File: config.mk
export PLATFORM = sky130hd
export DESIGN_NAME = task_slot_dispatcher_unit
export DESIGN_NICKNAME = d
export VERILOG_FILES = /design/src/sv/tsd_pkg.sv /design/src/sv/tsd_front.sv /design/src/sv/tsd_back.sv /design/src/sv/task_slot_dispatcher_unit.sv
export SDC_FILE = /design/constraint.sdc
export NUM_CORES = 1
export LEC_CHECK = 0
export ABC_AREA = 1
export BUFFER_PORTS_ARGS = -buffer_cell sky130_fd_sc_hd__buf_2
export CELL_PAD_IN_SITES_DETAIL_PLACEMENT = 1
export CELL_PAD_IN_SITES_GLOBAL_PLACEMENT = 2
export CORE_UTILIZATION = 38
export DETAILED_ROUTE_END_ITERATION = 12
export HOLD_SLACK_MARGIN = 0.06
export PLACE_DENSITY = 0.86
export SYNTH_ARGS = -nofsm -noshare
export SYNTH_HDL_FRONTEND = slang
export SYNTH_SLANG_ARGS = --single-unit
File: constraint.sdc
create_clock -name clk -period 3.4 [get_ports clk]
set_input_delay 0.17 -clock clk [delete_from_list [all_inputs] [get_ports clk]]
set_output_delay 0.17 -clock clk [all_outputs]
set_load 0.02 [all_outputs]
File: src/sv/tsd_pkg.sv
// Shared types and constants of the task slot dispatcher.
// Depends on nothing; used by every module of the block.
package tsd_pkg;

	// Default sizing of the dispatch table and the worker pool
	localparam int TSD_SLOTS   = 16;
	localparam int TSD_WORKERS = 8;

	// Request queue between the front and the back
	localparam int QUEUE_DEPTH = 2;

	// Configuration register indexes
	localparam logic [1:0] CFG_TOTAL_TASKS = 2'd0;
	localparam logic [1:0] CFG_FAILED_NODE = 2'd1;
	localparam logic [1:0] CFG_REPAIR_MODE = 2'd2;

	// Reset value of the total task register
	localparam logic [15:0] TOTAL_TASKS_RST = 16'd16;

	// Saturation level of a worker's completion counter
	localparam logic [15:0] COUNT_MAX = 16'hFFFF;

	// Command codes of a request
	localparam logic CMD_START = 1'b0;
	localparam logic CMD_DONE  = 1'b1;

	// Request kinds after decode
	typedef enum logic {
		KIND_START,
		KIND_DONE
	} req_kind_t;

	// Slot status codes
	typedef enum logic [1:0] {
		SS_WAIT = 2'd0,
		SS_RUN  = 2'd1,
		SS_DONE = 2'd2
	} slot_status_t;

	// Back-end sequencer states
	typedef enum logic [2:0] {
		BS_IDLE,
		BS_FIND,
		BS_UPDATE,
		BS_SEARCH,
		BS_EMIT
	} back_state_t;

	// One classified request as it waits in the queue
	typedef struct packed {
		req_kind_t   kind;
		logic [2:0]  worker;
		logic [15:0] task_id;
	} req_t;

	// One finished result handed to the output stage
	typedef struct packed {
		logic        dispatch_valid;
		logic [15:0] dispatch_task;
		logic [2:0]  dispatch_worker;
		logic [3:0]  dispatch_slot;
		logic        all_done;
		logic        unknown_task;
		logic [15:0] worker_count;
	} result_t;

endpackage

File: src/sv/tsd_front.sv
// Front end of the task slot dispatcher: accepts requests, decodes the command
// and holds them in a short queue for the back end. Depends on tsd_pkg.
module tsd_front import tsd_pkg::*; (
	input  logic        clk,
	input  logic        arst_n,
	input  logic        item_valid,
	output logic        item_stall,
	input  logic        command,
	input  logic [2:0]  worker,
	input  logic [15:0] finished_task,
	output logic        q_valid,
	output req_t        q_req,
	input  logic        q_pop
);

	localparam int PW = (QUEUE_DEPTH > 1) ? $clog2(QUEUE_DEPTH) : 1;
	localparam int CW = $clog2(QUEUE_DEPTH + 1);

	req_t            queue_q [QUEUE_DEPTH];
	logic [PW-1:0]   wr_ptr_q;
	logic [PW-1:0]   rd_ptr_q;
	logic [CW-1:0]   fill_q;
	logic            push;
	req_t            req_in;

	// Decode the command into a request kind
	always_comb begin
		req_in.worker  = worker;
		req_in.task_id = finished_task;
		case (command)
			CMD_START: req_in.kind = KIND_START;
			CMD_DONE:  req_in.kind = KIND_DONE;
			default:   req_in.kind = KIND_START;
		endcase
	end

	assign item_stall = (fill_q == CW'(QUEUE_DEPTH));
	assign push       = item_valid && !item_stall;
	assign q_valid    = (fill_q != '0);
	assign q_req      = queue_q[rd_ptr_q];

	// Store an accepted request
	always_ff @(posedge clk) begin
		if (push) begin
			queue_q[wr_ptr_q] <= req_in;
		end
	end

	// Advance pointers and fill level
	always_ff @(posedge clk or negedge arst_n) begin
		if (!arst_n) begin
			wr_ptr_q <= '0;
			rd_ptr_q <= '0;
			fill_q   <= '0;
		end else begin
			if (push) begin
				wr_ptr_q <= (wr_ptr_q == PW'(QUEUE_DEPTH - 1)) ? '0 : wr_ptr_q + 1'b1;
			end
			if (q_pop) begin
				rd_ptr_q <= (rd_ptr_q == PW'(QUEUE_DEPTH - 1)) ? '0 : rd_ptr_q + 1'b1;
			end
			case ({push, q_pop})
				2'b10:   fill_q <= fill_q + 1'b1;
				2'b01:   fill_q <= fill_q - 1'b1;
				default: fill_q <= fill_q;
			endcase
		end
	end

endmodule

File: src/sv/tsd_back.sv
// Back end of the task slot dispatcher: slot lookup, refill, completion count
// and circular dispatch search, one slot per cycle. Depends on tsd_pkg.
module tsd_back import tsd_pkg::*; #(
	parameter int SLOTS   = TSD_SLOTS,
	parameter int WORKERS = TSD_WORKERS
) (
	input  logic        clk,
	input  logic        arst_n,
	input  logic [15:0] total_tasks,
	input  logic        q_valid,
	input  req_t        q_req,
	output logic        q_pop,
	output logic        res_valid,
	output result_t     res,
	input  logic        res_ready
);

	localparam int SW = $clog2(SLOTS);
	localparam int CW = SW + 1;
	localparam int WW = (WORKERS > 1) ? $clog2(WORKERS) : 1;
	localparam logic [6:0] WORKERS_V = 7'(WORKERS);

	back_state_t    state_q, state_d;

	// Request in progress
	logic [2:0]     worker_q;
	logic [15:0]    task_q;

	// Slot table: task numbers in memory, status and written marks in flops
	logic [15:0]    task_mem [SLOTS];
	logic [SLOTS-1:0] written_q;
	slot_status_t   status_q [SLOTS];
	logic [16:0]    next_task_q;
	logic [CW-1:0]  done_cnt_q;

	// Table read pipeline
	logic           rd_vld_s1;
	logic [SW-1:0]  rd_idx_s1;
	logic           rd_wr_s1;
	logic [15:0]    rd_data_s1;
	logic           rd_en;
	logic [SW-1:0]  rd_addr;
	logic [15:0]    rd_task;

	// Lookup and search
	logic [CW-1:0]  idx_q;
	logic [SW-1:0]  pos_q;
	logic [SW-1:0]  s_q;
	logic [SW-1:0]  s_next;
	logic [SW-1:0]  pos_next;
	logic [CW-1:0]  steps_q;
	logic [SW-1:0]  pick_q;
	logic           pick_vld_q;
	logic           unknown_q;
	logic           counted_q;

	// Worker completion counters
	logic [15:0]    cnt_mem [WORKERS];
	logic [WORKERS-1:0] cnt_written_q;
	logic [15:0]    cnt_rd_s1;
	logic           cnt_wr_s1;
	logic [15:0]    cnt_val;
	logic [15:0]    cnt_inc;
	logic [WW-1:0]  wk_idx_in;
	logic [WW-1:0]  wk_idx;
	logic           wk_ok_in;
	logic           wk_ok;

	// Sequencer strobes
	logic           issue_find;
	logic           find_hit;
	logic           find_miss;
	logic           do_update;
	logic           refill;
	logic           search_hit;

	// Derive lookup data, counter values and wrap-around indexes
	always_comb begin
		rd_task   = rd_wr_s1 ? rd_data_s1 : 16'(rd_idx_s1);
		cnt_val   = cnt_wr_s1 ? cnt_rd_s1 : 16'd0;
		cnt_inc   = (cnt_val != COUNT_MAX) ? cnt_val + 16'd1 : cnt_val;
		wk_idx_in = WW'(q_req.worker);
		wk_idx    = WW'(worker_q);
		wk_ok_in  = ({4'b0, q_req.worker} < WORKERS_V);
		wk_ok     = ({4'b0, worker_q} < WORKERS_V);
		refill    = (next_task_q < {1'b0, total_tasks});
		s_next    = (s_q == SW'(SLOTS - 1)) ? '0 : s_q + 1'b1;
		pos_next  = (pos_q == SW'(SLOTS - 1)) ? '0 : pos_q + 1'b1;
		rd_addr   = (state_q == BS_FIND) ? idx_q[SW-1:0] : s_q;
	end

	// Next state and sequencer strobes
	always_comb begin
		state_d    = state_q;
		q_pop      = 1'b0;
		issue_find = 1'b0;
		find_hit   = 1'b0;
		find_miss  = 1'b0;
		do_update  = 1'b0;
		search_hit = 1'b0;
		case (state_q)
			BS_IDLE: begin
				if (q_valid) begin
					q_pop   = 1'b1;
					state_d = (q_req.kind == KIND_START) ? BS_SEARCH : BS_FIND;
				end
			end
			BS_FIND: begin
				issue_find = (idx_q < CW'(SLOTS));
				if (rd_vld_s1 && rd_task == task_q) begin
					find_hit = 1'b1;
					state_d  = BS_UPDATE;
				end else if (rd_vld_s1 && rd_idx_s1 == SW'(SLOTS - 1)) begin
					find_miss = 1'b1;
					state_d   = BS_EMIT;
				end
			end
			BS_UPDATE: begin
				do_update = 1'b1;
				state_d   = BS_SEARCH;
			end
			BS_SEARCH: begin
				if (status_q[s_q] == SS_WAIT) begin
					search_hit = 1'b1;
					state_d    = BS_EMIT;
				end else if (steps_q == CW'(1)) begin
					state_d    = BS_EMIT;
				end
			end
			BS_EMIT: begin
				if (res_ready) begin
					state_d = BS_IDLE;
				end
			end
			default: state_d = BS_IDLE;
		endcase
	end

	assign rd_en = issue_find || search_hit;

	// Hold the state register
	always_ff @(posedge clk or negedge arst_n) begin
		if (!arst_n) begin
			state_q <= BS_IDLE;
		end else begin
			state_q <= state_d;
		end
	end

	// Slot task memory: refill write and one registered read
	always_ff @(posedge clk) begin
		if (do_update && refill) begin
			task_mem[pos_q] <= next_task_q[15:0];
		end
		if (rd_en) begin
			rd_data_s1 <= task_mem[rd_addr];
			rd_wr_s1   <= written_q[rd_addr];
			rd_idx_s1  <= rd_addr;
		end
	end

	// Worker counter memory: read on pop, write on completion
	always_ff @(posedge clk) begin
		if (q_pop) begin
			if (wk_ok_in) begin
				cnt_rd_s1 <= cnt_mem[wk_idx_in];
				cnt_wr_s1 <= cnt_written_q[wk_idx_in];
			end else begin
				cnt_rd_s1 <= 16'd0;
				cnt_wr_s1 <= 1'b0;
			end
		end
		if (do_update && wk_ok) begin
			cnt_mem[wk_idx] <= cnt_inc;
		end
	end

	// Latch the request and the search bookkeeping
	always_ff @(posedge clk) begin
		if (q_pop) begin
			worker_q <= q_req.worker;
			task_q   <= q_req.task_id;
			s_q      <= '0;
			steps_q  <= CW'(SLOTS);
		end else if (do_update) begin
			s_q     <= pos_next;
			steps_q <= CW'(SLOTS);
		end else if (state_q == BS_SEARCH && !search_hit) begin
			s_q     <= s_next;
			steps_q <= steps_q - 1'b1;
		end
		if (find_hit) begin
			pos_q <= rd_idx_s1;
		end
		if (search_hit) begin
			pick_q <= s_q;
		end
	end

	// Control flags, table status and counters
	always_ff @(posedge clk or negedge arst_n) begin
		if (!arst_n) begin
			rd_vld_s1     <= 1'b0;
			idx_q         <= '0;
			pick_vld_q    <= 1'b0;
			unknown_q     <= 1'b0;
			counted_q     <= 1'b0;
			written_q     <= '0;
			cnt_written_q <= '0;
			next_task_q   <= 17'(SLOTS);
			done_cnt_q    <= '0;
			for (int i = 0; i < SLOTS; i++) begin
				status_q[i] <= SS_WAIT;
			end
		end else begin
			rd_vld_s1 <= issue_find;
			if (q_pop) begin
				idx_q      <= '0;
				pick_vld_q <= 1'b0;
				unknown_q  <= 1'b0;
				counted_q  <= 1'b0;
			end else if (issue_find) begin
				idx_q <= idx_q + 1'b1;
			end
			if (find_miss) begin
				unknown_q <= 1'b1;
			end
			// Refill the found slot or retire it
			if (do_update) begin
				counted_q <= 1'b1;
				if (refill) begin
					status_q[pos_q]  <= SS_WAIT;
					written_q[pos_q] <= 1'b1;
					next_task_q      <= next_task_q + 17'd1;
					if (status_q[pos_q] == SS_DONE) begin
						done_cnt_q <= done_cnt_q - 1'b1;
					end
				end else begin
					status_q[pos_q] <= SS_DONE;
					if (status_q[pos_q] != SS_DONE) begin
						done_cnt_q <= done_cnt_q + 1'b1;
					end
				end
				if (wk_ok) begin
					cnt_written_q[wk_idx] <= 1'b1;
				end
			end
			// Hand the picked slot to the worker
			if (search_hit) begin
				status_q[s_q] <= SS_RUN;
				pick_vld_q    <= 1'b1;
			end
		end
	end

	// Assemble the result
	always_comb begin
		res_valid           = (state_q == BS_EMIT);
		res.dispatch_valid  = pick_vld_q;
		res.dispatch_task   = pick_vld_q ? rd_task : 16'd0;
		res.dispatch_worker = worker_q;
		res.dispatch_slot   = pick_vld_q ? 4'(pick_q) : 4'd0;
		res.all_done        = (done_cnt_q == CW'(SLOTS));
		res.unknown_task    = unknown_q;
		if (!wk_ok) begin
			res.worker_count = 16'd0;
		end else if (counted_q) begin
			res.worker_count = cnt_inc;
		end else begin
			res.worker_count = cnt_val;
		end
	end

endmodule

File: src/sv/task_slot_dispatcher_unit.sv
// Top level of the task slot dispatcher: configuration registers, front end,
// back end and output register. Depends on tsd_pkg, tsd_front and tsd_back.
//
// A start request runs the dispatch search alone; a completion report first
// runs the slot lookup, which walks the task memory through its single read
// port, one slot a cycle, and, when the task is found, the dispatch search,
// which walks the status table one slot a cycle from the slot after the found
// one (a start request searches from slot 0). A two-entry request queue lets
// new requests be accepted while one is being worked, and the output register
// holds a result while the next one is built.
// Reset needs no clearing pass; configuration writes are taken at once.
module task_slot_dispatcher_unit import tsd_pkg::*; #(
	parameter int SLOTS   = TSD_SLOTS,
	parameter int WORKERS = TSD_WORKERS
) (
	input  logic        clk,
	input  logic        arst_n,
	// Configuration
	input  logic        cfg_valid,
	output logic        cfg_ready,
	input  logic [1:0]  cfg_index,
	input  logic [15:0] cfg_data,
	// Requests
	input  logic        item_valid,
	output logic        item_stall,
	input  logic        command,
	input  logic [2:0]  worker,
	input  logic [15:0] finished_task,
	// Results
	output logic        result_valid,
	input  logic        result_stall,
	output logic        dispatch_valid,
	output logic [15:0] dispatch_task,
	output logic [2:0]  dispatch_worker,
	output logic [3:0]  dispatch_slot,
	output logic [7:0]  node_echo,
	output logic [7:0]  mode_echo,
	output logic        all_done,
	output logic        unknown_task,
	output logic [15:0] worker_count
);

	logic [15:0] total_tasks_q;
	logic [7:0]  failed_node_q;
	logic [7:0]  repair_mode_q;

	logic        q_valid;
	req_t        q_req;
	logic        q_pop;
	logic        res_valid;
	result_t     res;
	logic        res_ready;

	result_t     out_q;
	logic [7:0]  node_q;
	logic [7:0]  mode_q;
	logic        out_vld_q;

	// Take configuration writes at once
	assign cfg_ready = 1'b1;

	always_ff @(posedge clk or negedge arst_n) begin
		if (!arst_n) begin
			total_tasks_q <= TOTAL_TASKS_RST;
			failed_node_q <= '0;
			repair_mode_q <= '0;
		end else if (cfg_valid && cfg_ready) begin
			case (cfg_index)
				CFG_TOTAL_TASKS: total_tasks_q <= cfg_data;
				CFG_FAILED_NODE: failed_node_q <= cfg_data[7:0];
				CFG_REPAIR_MODE: repair_mode_q <= cfg_data[7:0];
				default: ;
			endcase
		end
	end

	tsd_front u_front (
		.clk           (clk),
		.arst_n        (arst_n),
		.item_valid    (item_valid),
		.item_stall    (item_stall),
		.command       (command),
		.worker        (worker),
		.finished_task (finished_task),
		.q_valid       (q_valid),
		.q_req         (q_req),
		.q_pop         (q_pop)
	);

	tsd_back #(
		.SLOTS   (SLOTS),
		.WORKERS (WORKERS)
	) u_back (
		.clk         (clk),
		.arst_n      (arst_n),
		.total_tasks (total_tasks_q),
		.q_valid     (q_valid),
		.q_req       (q_req),
		.q_pop       (q_pop),
		.res_valid   (res_valid),
		.res         (res),
		.res_ready   (res_ready)
	);

	// Load the output register when it is empty or being drained
	assign res_ready = !out_vld_q || !result_stall;

	always_ff @(posedge clk or negedge arst_n) begin
		if (!arst_n) begin
			out_vld_q <= 1'b0;
		end else if (res_ready) begin
			out_vld_q <= res_valid;
		end
	end

	always_ff @(posedge clk) begin
		if (res_ready && res_valid) begin
			out_q  <= res;
			node_q <= res.dispatch_valid ? failed_node_q : 8'd0;
			mode_q <= res.dispatch_valid ? repair_mode_q : 8'd0;
		end
	end

	assign result_valid    = out_vld_q;
	assign dispatch_valid  = out_q.dispatch_valid;
	assign dispatch_task   = out_q.dispatch_task;
	assign dispatch_worker = out_q.dispatch_worker;
	assign dispatch_slot   = out_q.dispatch_slot;
	assign node_echo       = node_q;
	assign mode_echo       = mode_q;
	assign all_done        = out_q.all_done;
	assign unknown_task    = out_q.unknown_task;
	assign worker_count    = out_q.worker_count;

endmodule
==> qor.yml <==
fp.dieH_um: 276.3
cp.arrival_ps: 3420
synth_cells: 2507
drt-initial-drc-count: 1417
maxSlewHeadroom_pct: 25.68
port_buffers: 102
antenna_found_initial: 1
fp-row-count: 100
critPathCaptureType: "register"
syn-num-nets: 2581
use_met1_pct: 26.77
grt_pass1_vias: 21580
fin_ws_ps: 454.7
hpwl_mm: 51.87
final_antenna_net_count: 0
vias_per_cell: 5.312
globalplace.congestion: 0.8975
synth_seq_cells: 683
synth_common_cells: "edfxtp_1, nor2_1, nand2_1, o21ai_0, inv_1"
yosysMostFrequentCell: "edfxtp_1"
fillerInstances: 7953
final_layout_size_suffix_gt1_share_pct: 13.67
wl_mm: 80.15
startpoint: "u_back.cnt_wr_s1"
synth_edf_count: 547
cts_setup_buffers: 0
clock_skew_ps: 20.73
fin_cells: 3742
placed_cell_area_um2: 30630
setup_viol: 0
clk_path_buf_depth: 3
grt_max_degree: 91
max-cap-violations: 0
cts-buffers-inserted: 75
cp-start-kind: "register"
synth_area_leader_cell: "edfxtp_1"
cts_tree: "built"
clkTransAtPathRegs_ps: 60
core_um2: 74450
start_util_pct: 38.40
min_period_over_period_pct: 86.63
grt_overflow: 0
max_freq_mhz: 339.5
use_met2_pct: 37.56
n_antenna_cell: 0
dieArea_um2: 76330
ys_types: 55
vias: 19880
grt_use_met3_pct: 2.932
worstSetupPathType: "register to register"
die_x_um: 276.3
pre_cts_slack_ps: 543.9
htreeDepth: 3
wire_per_inst_um: 21.42
r2r-start: "u_back.cnt_wr_s1"
cp_max_fo: 10
synth_warnings: 0
synth_area_um2: 28580
grt_pass1_wl_mm: 125.8
hold_viol: 0
setup-tns-final_ps: 0
yosysTopAreaCellShare_pct: 57.46
power.density_nw_per_um2: 883.9
finalCriticalPeriod_ps: 2945
drt-pass1-iter-count: 5
synth_seq_area_share_pct: 69.22
rsz0062_at_grt: "no"
peakVddDrop_v: 0.0004810
worstPathRequired_ps: 3870
slew_viol_final: 0
synthTopCellsByArea: "edfxtp_1, dfrtp_1, o21ai_0"
power_leakage_nw: 13.24
track_usage_pct: 21.20
ios: 104
top_usage_layer: "met2"
avgSynthCellArea_um2: 11.40
fin_area_um2: 33520
async_flop_share_pct: 18.59
status: "complete, no violations"
drc: 0
worstMarginPinSlew_ps: 1115
cts.sinks: 683
dp_cells: 3564
cts_root_buf: "clkbuf_16"
hold_class: "input pin to asynchronous set/reset pin"
finalNetCount: 2785
area_growth_pct: 17.25
clk_latency_ps: 640
final_core_util_pct: 45.02
synth_flop_cell: "edfxtp_1"
[state kept, by name (all words and copies together) (netlist names), 5 cells and up]
register / cells
failed_node_q: 8
u_back.cnt_rd_s1: 16
u_back.rd_data_s1: 16
repair_mode_q: 8
u_back.next_task_q: 17
node_echo: 8
worker_count: 16
u_back.task_q: 16
u_back.done_cnt_q: 5
dispatch_task: 16
u_back.steps_q: 5
mode_echo: 8
u_back.status_q: 32
u_front.queue_q: 40
u_back.task_mem: 256
total_tasks_q: 16
u_back.written_q: 16
u_back.cnt_mem: 128
u_back.idx_q: 5
u_back.cnt_written_q: 8
[cell type report]
cell class,count,area (µm²),area share [%]
sequential,683,19790,59.03
timing repair buffer,233,1660,4.954
clock inverter,51,505.5,1.508
tap,969,1212,3.617
multi-input combinational,1504,7561,22.56
inverter,214,803.3,2.397
clock buffer,88,1988,5.932
[critical path, cell delays in order, from the launching register on]
cell and delay, ps:
edfxtp_1 550, nand2_1 120, inv_1 180, ha_1 220, nand4_1 170, nor3_2 320
nand3_2 150, nor2_2 130, nor2_1 90, nand3_1 100, xor2_1 530, nand2_1 120
o21ai_0 110
[placed cells by master (no fill, tap or decap), types with 11 or more instances in the layout]
cell type        n
o221ai_1        51
nor2_1         372
inv_1          199
clkinv_2        16
nand4_1         17
o22ai_1         36
clkinv_1        20
ha_1            31
xor2_1          29
nand2_1        369
or2_2           22
dfrtp_1        125
nor2_2          11
xnor2_1         11
buf_2          101
a31oi_1         19
nand3_1         71
clkbuf_16       77
a21oi_1         63
inv_2           13
dlygate4sd3_1   39
nor3_1          17
o21ai_0        308
o211ai_1        17
edfxtp_1       547
buf_4           87
[repair_timing]
item | CTS | global route
endpoints found under the setup margin | 0 | 0
hold buffers | 39 | 0
gates resized for setup | 0 | 0
endpoints found under the hold margin | 152 | 0
[logic make-up after synthesis]
logic type / count (synthesis) / share of synthesized area [%]
other: 1 / 0.01312
AO/OA/AOI/OAI: 528 / 10.60
flip-flops: 683 / 69.22
buffers and inverters: 320 / 4.495
XOR/XNOR: 40 / 1.226
AND/OR/NAND/NOR: 903 / 13.05
adder cells (fa/ha/maj): 31 / 1.357
multiplexers: 1 / 0.03502
[routing by layer]
layer  share of wire [%]  wire length, µm  up-vias
met5               0.010                8        -
met2                  51            41040      464
met4                 2.3             1814        2
met3                 4.2             3382      125
li1                    -                -     9155
met1                  42            33910    10130
[path summary, 6_finish.rpt]
check                      slack (ps)  cells after the start                  end
min                               110                      2    total_tasks_q[10]
max                               450                     12     worker_count[10]
min reg2reg                       450                      2  u_back.written_q[3]
max reg2reg                       450                     12     worker_count[10]
max in group asynchronous        2350                      3     total_tasks_q[4]
min in group clk                  230                      3     repair_mode_q[1]
[report_power, final]
part	internal (mW)	total, mW	switching [mW]
Combinational	2.76	9.63	6.86
Sequential	11.0	11.8	0.796
Clock	4.77	8.24	3.47
[stage by stage]
stage | hold slack (ps) | power [mW]
2_1_floorplan | -125.6 | 17.81
3_3_place_gp | 246.9 | 20.88
3_5_place_dp | 249.4 | 21.41
4_1_cts | 136.4 | 29.84
5_1_grt | 152.6 | 31.28
6_report | 105.7 | 29.62
No activity file was read; power rests on OpenSTA's default activity.
